==> config.mk <==
export PLATFORM = sky130hd
export DESIGN_NAME = stk_fifo
export DESIGN_NICKNAME = d
export VERILOG_FILES = /design/src/hdl/stk_pkg.sv /design/src/hdl/stk_fifo.sv
export SDC_FILE = /design/constraint.sdc
export NUM_CORES = 1
export LEC_CHECK = 0
export ABC_CLOCK_PERIOD_IN_PS = 9900
export BUFFER_PORTS_ARGS = -buffer_cell sky130_fd_sc_hd__buf_2
export CAP_MARGIN = 0
export CORE_MARGIN = 8
export CORE_UTILIZATION = 62
export CTS_CLUSTER_DIAMETER = 40
export DETAILED_ROUTE_END_ITERATION = 16
export GPL_TIMING_DRIVEN = 0
export PLACE_DENSITY = 0.86
export SKIP_LAST_GASP = 1
export SYNTH_ARGS = -nofsm -noshare
export SYNTH_HDL_FRONTEND = slang
export SYNTH_SLANG_ARGS = --single-unit
==> constraint.sdc <==
create_clock -name clk -period 9.9 [get_ports clk]
set_clock_uncertainty 0.05 [all_clocks]
set_input_delay 0.99 -clock clk [delete_from_list [all_inputs] [get_ports clk]]
set_output_delay 0.99 -clock clk [all_outputs]
set_load 0.05 [all_outputs]
==> src/hdl/stk_pkg.sv <==
`timescale 1ns / 1ps
`default_nettype none
// ----------------------------------------------------------------------------
// stk_pkg
// Shared types and constants of the source code tokenizer.
// ----------------------------------------------------------------------------
package stk_pkg;

	localparam int LINE_BITS   = 20;
	localparam int COLUMN_BITS = 16;
	localparam int LENGTH_BITS = 16;

	localparam logic [LINE_BITS-1:0]   LINE_TOP = {LINE_BITS{1'b1}};
	localparam logic [COLUMN_BITS-1:0] COL_TOP  = {COLUMN_BITS{1'b1}};
	localparam logic [LENGTH_BITS-1:0] LEN_TOP  = {LENGTH_BITS{1'b1}};

	localparam logic [1:0] KIND_LIT = 2'd0;
	localparam logic [1:0] KIND_TOK = 2'd1;
	localparam logic [1:0] KIND_ERR = 2'd2;

	localparam logic [1:0] ERR_NONE    = 2'd0;
	localparam logic [1:0] ERR_BADCHAR = 2'd1;
	localparam logic [1:0] ERR_UNTERM  = 2'd2;
	localparam logic [1:0] ERR_CHRSIZE = 2'd3;

	localparam logic [5:0] T_ADD    = 6'd0;
	localparam logic [5:0] T_SUB    = 6'd1;
	localparam logic [5:0] T_MUL    = 6'd2;
	localparam logic [5:0] T_DIV    = 6'd3;
	localparam logic [5:0] T_MOD    = 6'd4;
	localparam logic [5:0] T_ANDB   = 6'd5;
	localparam logic [5:0] T_ANDL   = 6'd6;
	localparam logic [5:0] T_ORB    = 6'd7;
	localparam logic [5:0] T_ORL    = 6'd8;
	localparam logic [5:0] T_TILDE  = 6'd9;
	localparam logic [5:0] T_XOR    = 6'd10;
	localparam logic [5:0] T_SHL    = 6'd11;
	localparam logic [5:0] T_LE     = 6'd12;
	localparam logic [5:0] T_LT     = 6'd13;
	localparam logic [5:0] T_SHR    = 6'd14;
	localparam logic [5:0] T_GE     = 6'd15;
	localparam logic [5:0] T_GT     = 6'd16;
	localparam logic [5:0] T_NE     = 6'd17;
	localparam logic [5:0] T_NOTB   = 6'd18;
	localparam logic [5:0] T_EQ     = 6'd19;
	localparam logic [5:0] T_ASSIGN = 6'd20;
	localparam logic [5:0] T_LPAR   = 6'd21;
	localparam logic [5:0] T_RPAR   = 6'd22;
	localparam logic [5:0] T_LBRK   = 6'd23;
	localparam logic [5:0] T_RBRK   = 6'd24;
	localparam logic [5:0] T_LBRC   = 6'd25;
	localparam logic [5:0] T_RBRC   = 6'd26;
	localparam logic [5:0] T_DOT    = 6'd27;
	localparam logic [5:0] T_SEMI   = 6'd28;
	localparam logic [5:0] T_COMMA  = 6'd29;
	localparam logic [5:0] T_CHAR   = 6'd30;
	localparam logic [5:0] T_STRING = 6'd31;
	localparam logic [5:0] T_INT    = 6'd32;
	localparam logic [5:0] T_DEC    = 6'd33;
	localparam logic [5:0] T_BOOL   = 6'd34;
	localparam logic [5:0] T_ID     = 6'd35;

	typedef enum logic [16:0] {
		M_IDLE    = 17'h00001,
		M_COMMENT = 17'h00002,
		M_NUM     = 17'h00004,
		M_DEC     = 17'h00008,
		M_IDENT   = 17'h00010,
		M_STR     = 17'h00020,
		M_STR_ESC = 17'h00040,
		M_CHR     = 17'h00080,
		M_CHR_ESC = 17'h00100,
		M_AMP     = 17'h00200,
		M_BAR     = 17'h00400,
		M_LT      = 17'h00800,
		M_GT      = 17'h01000,
		M_BANG    = 17'h02000,
		M_EQ      = 17'h04000,
		M_ERROR   = 17'h08000,
		M_DONE    = 17'h10000
	} stk_mode_t;

	typedef struct packed {
		stk_mode_t              mode;
		logic [LINE_BITS-1:0]   cur_line;
		logic [COLUMN_BITS-1:0] cur_col;
		logic [LINE_BITS-1:0]   st_line;
		logic [COLUMN_BITS-1:0] st_col;
		logic [LENGTH_BITS-1:0] cnt;
		logic [3:0]             bmatch;
		logic [7:0]             held;
		logic [1:0]             held_cnt;
	} stk_state_t;

	typedef struct packed {
		logic [1:0]             kind;
		logic [5:0]             token_type;
		logic [7:0]             literal_byte;
		logic [LINE_BITS-1:0]   line;
		logic [COLUMN_BITS-1:0] column;
		logic [LENGTH_BITS-1:0] literal_length;
		logic [1:0]             error_code;
		logic                   last;
	} stk_res_t;

endpackage
`default_nettype wire

==> src/hdl/stk_fifo.sv <==
`timescale 1ns / 1ps
`default_nettype none
// ----------------------------------------------------------------------------
// stk_fifo
// Four-entry result queue; takes up to two results a cycle, gives one.
// ----------------------------------------------------------------------------
module stk_fifo import stk_pkg::*; (
	input  wire            clk,
	input  wire            arst_n,
	input  var stk_res_t [1:0] wr_data,
	input  wire [1:0]      wr_n,
	output logic           room2,
	output logic           rd_valid,
	input  wire            rd_take,
	output stk_res_t       rd_data
);

	stk_res_t   mem_q [4];
	logic [1:0] wp_q;
	logic [1:0] rp_q;
	logic [2:0] cnt_q;

	assign room2    = cnt_q <= 3'd2;
	assign rd_valid = cnt_q != 3'd0;
	assign rd_data  = mem_q[rp_q];

	always_ff @(posedge clk) begin
		if (wr_n != 2'd0) mem_q[wp_q] <= wr_data[0];
		if (wr_n == 2'd2) mem_q[wp_q + 2'd1] <= wr_data[1];
	end

	always_ff @(posedge clk or negedge arst_n) begin
		if (!arst_n) begin
			wp_q  <= 2'd0;
			rp_q  <= 2'd0;
			cnt_q <= 3'd0;
		end else begin
			wp_q  <= wp_q + wr_n;
			rp_q  <= rp_q + {1'b0, rd_take};
			cnt_q <= cnt_q + {1'b0, wr_n} - {2'b0, rd_take};
		end
	end

endmodule
`default_nettype wire

# Word-level counts from Yosys, hierarchy flattened
# Memory sizes are Yosys's and may differ from the RTL's.
# Index checks and enable logic that the tools add are counted.
# word_totals
regBits	7
ram_bits	284
input_bits	147
wordCells	17
memories	1
# classes
add_sub_neg	5
order_cmp	1
eq_ne	1
mux	4
n_reduce_logical	2
# memory_table
name	depth	word_bits	read_ports	rd_clocked_by_memory_dff	wr	line_no	text
mem_q	4	71	1	0	2	stk_fifo.sv:18	stk_res_t mem_q [4];
# ops
operator	n
1-bit 2-to-1 mux	4
3-bit by 2-bit adder with 3-bit output	1
3-bit by 2-bit <= comparator with 1-bit output (second input constant)	1
3-bit nonzero test	1
3-bit by 1-bit subtractor with 3-bit output	1
2-bit by 1-bit adder with 2-bit output	1
2-bit by 1-bit adder with 2-bit output (second input constant)	1
2-bit adder	1
2-bit == test (second input constant)	1
2-bit nonzero test	1

# Longest topological paths before layout
# depth
word_depth	3
ltp_mapped	8
mapped_depth_nobuf	8

# Worst setup path after synthesis
# Ideal clock, no wire load.
# synth_timing
path_type	input port to flip-flop
startpoint	in wr_n[1]
endpoint	mem mem_q[0][0] (netlist name) (enable)
t_arrival_ps	6237
required_time_ps	9252
path_slack_ps	3015
path_stages	3
path_buffers	1
cell_sequence	clkbuf_2 > o21bai_1 > o21ai_0
# synth_lines
element	line_no	text
start: declaration	stk_fifo.sv:11	input wire [1:0] wr_n,
end: declaration	stk_fifo.sv:18	

==> run_results.csv <==
group,metric,value,unit
clock_tree,cts.repair.resized,0,
yosys,synth_seq_cells,291,
sta,endpoints_failing_setup,0,
placement,dp_hpwl,21600,um
yosys,post_synth_inst_count,725,
clock_tree,worstSkewPairLatency,500,ps
global_routing,grt_util_all_layers,23.0,%
yosys,synth_fp_nets,878,
yosys,yosysWarnings,0,
detailed_routing,drc,0,
die,placementRows,55,
die,core_area,0.0224,mm2
die,design.portCount,220,
clock_tree,cts_inserted_buffers,37,
sta,final_period_util,36.7,%
detailed_routing,vias_per_cell,6.03,
power,report.power.total,5.70,mW
layout,seq_area,0.00870,mm2
sta,slew_headroom,32.7,%
detailed_routing,first_iter_violations,534,
layout,drive_above_1_share,67.0,%
die,die_h,167,um
sta,final-max-slew-violation-count,0,
sta,rsz0062_at_grt,"no",
hold_path,hold_path_class,"in2async",
clock_tree,cts.root.buffer_cell,"clkbuf_16",
die,die_width,167,um
detailed_routing,route.detailed.wl_per_inst,24.6,um
clock_tree,tritoncts_clock_tree,"yes",
power,static-leakage-power,6.15,nW
die,dieArea,0.0278,mm2
sta,timing.final.crit_period,3630,ps
clock_tree,cts_max_level,2,
sta,max_freq,0.276,GHz
detailed_routing,vias,7898,
yosys,syn-mean-instance-area,19.4,um2
sta,tightest_slew,1010,ps
clock_tree,clock_tree.buffer_depth,3,
global_routing,grt_max_degree,29,
clock_tree,tritoncts_num_sinks,291,
worst_setup_path,cp.required,8860,ps
layout,fillerInstances,1328,
worst_setup_path,setup.worst_path.class,"reg2out",
clock_tree,post_cts_buffers,0,
global_routing,first_pass_grt_wire_length,49900,um
sta,final_hold_viol_count,0,
layout,multi_input_area,0.00506,mm2
clock_tree,hold_fix_buffers_at_cts,0,
run,maxCapViolCount,0,
detailed_routing,detail-route-antenna-nets,0,
worst_setup_path,crit_path_end_kind,"output port",
placement,port_buffers,218,
die,initial_standard_cell_utilization_of_the_core,62.7,%
yosys,yosys.cell_types.count,24,
clock_tree,cts_clock_pin_slew_for_the_worst_setup_and_hold_paths,60,ps
layout,syn2layout_area_growth,21.2,%
global_routing,global_route.overflow_total,0,
worst_setup_path,worst_setup_path_start_kind,"flop",
global_routing,first_global_vias,8797,
layout,layout_common_cells,"284 x mux2_2, 284 x edfxtp_1, 235 x buf_2",
layout,cell_area_after_layout,0.0171,mm2
power,powerDensity,334,mW/mm2
detailed_routing,route.final.wire_length,32200,um
placement,finalWeightedCongestion,0.751,
yosys,post_synth_instance_area,0.0141,mm2
placement,placement.cell_area,0.0159,mm2
worst_setup_path,critPathMaxFanout,10,
yosys,synth-seq-area-share,61.8,%
worst_setup_path,worst-endpoint-arrival,2590,ps
status,result_of_the_run,"completed",
layout,final_net_count,1147,
detailed_routing,drt_pass1_iterations,4,
power,irDropWorstVdd,0.247,mV
global_routing,grt_antenna_before_repair,8,
[state kept, by name, indices dropped and copies added (netlist names)]
register  flops
mem_q       284
cnt_q         3
rp_q          2
wp_q          2
[metrics by stage]
stage	worst slack [ps]	utilization (%)	hold WS, ps	instances	TNS, ps
finish	6270	76.0	261	1310	0
global route	6100	76.0	255	1310	0
CTS	6200	75.9	246	1305	0
detailed placement	6600	70.7	434	1240	0
global placement	-1210	69.2	423	1228	-85580
floorplan	3010	-	412	725	0
[cell families after synthesis]
kind of cell	Yosys count	synth area share [%]
xor+xnor	5	0.311
compound gates	4	0.178
flops	291	61.8
fa+ha+maj	6	0.587
buf+inv	56	2.45
simple gates	7	0.471
mux	356	34.2
[final timing paths]
kind | from | endpoint | slack, ps | depth (start not counted)
setup / recovery | rp_q[0] | rd_data[65] | 6270 | 4
hold / removal | arst_n | cnt_q[2] | 260 | 1
setup reg to reg | wp_q[1] | mem_q[2][4] | 7310 | 7
hold reg to reg | rp_q[0] | rp_q[0] | 440 | 1
max in group asynchronous | arst_n | wp_q[0] | 9360 | 1
min in group clk | rp_q[0] | rp_q[0] | 440 | 1
[routing by layer]
layer	vias to the layer above	wire length, um	GRT usage, %
met2	251	16200	38.8
li1	3545	-	-
met1	4040	13400	29.6
met3	56	1950	4.73
met4	6	620	7.40
met5	-	35	0
[synth_stat cells, drive strengths merged]
cell type	n	area share, %
nor4bb	2	0.14
mux2	284	23
o21bai	2	0.11
edfxtp	284	61
o21ai	1	0.036
nor4b	1	0.17
ha	5	0.44
mux4	71	11
dfrtp	7	1.2
nor2	2	0.053
xnor2	3	0.19
nand4b	1	0.062
buf	40	2.0
a21oi	1	0.036
clkbuf	9	0.25
or3	1	0.044
fa	1	0.14
xor2	2	0.12
inv	7	0.19
mux2i	1	0.071
[worst max-delay path: stages (launching register included)]
cell      delay, ps
dfrtp_1         340
clkbuf_1        460
buf_2           470
mux4_2          590
buf_2           230
[power breakdown]
group	internal (mW)	switching, mW	total, mW	leakage [nW]
clock network	0.781	0.495	1.28	0.561
logic	0.856	1.65	2.50	2.85
registers	1.83	0.0879	1.92	2.74
total	3.47	2.23	5.70	6.15
[final cells by class]
class / count / share of cell area, %
sequential: 291 / 51.0
buffer: 49 / 1.87
tap: 285 / 2.09
timing repair buffer: 230 / 8.20
clock inverter: 16 / 0.866
antenna: 5 / 0.0734
inverter: 7 / 0.154
multi-input combinational: 378 / 29.7
clock buffer: 49 / 6.00
No activity file was read; power rests on OpenSTA's default activity.
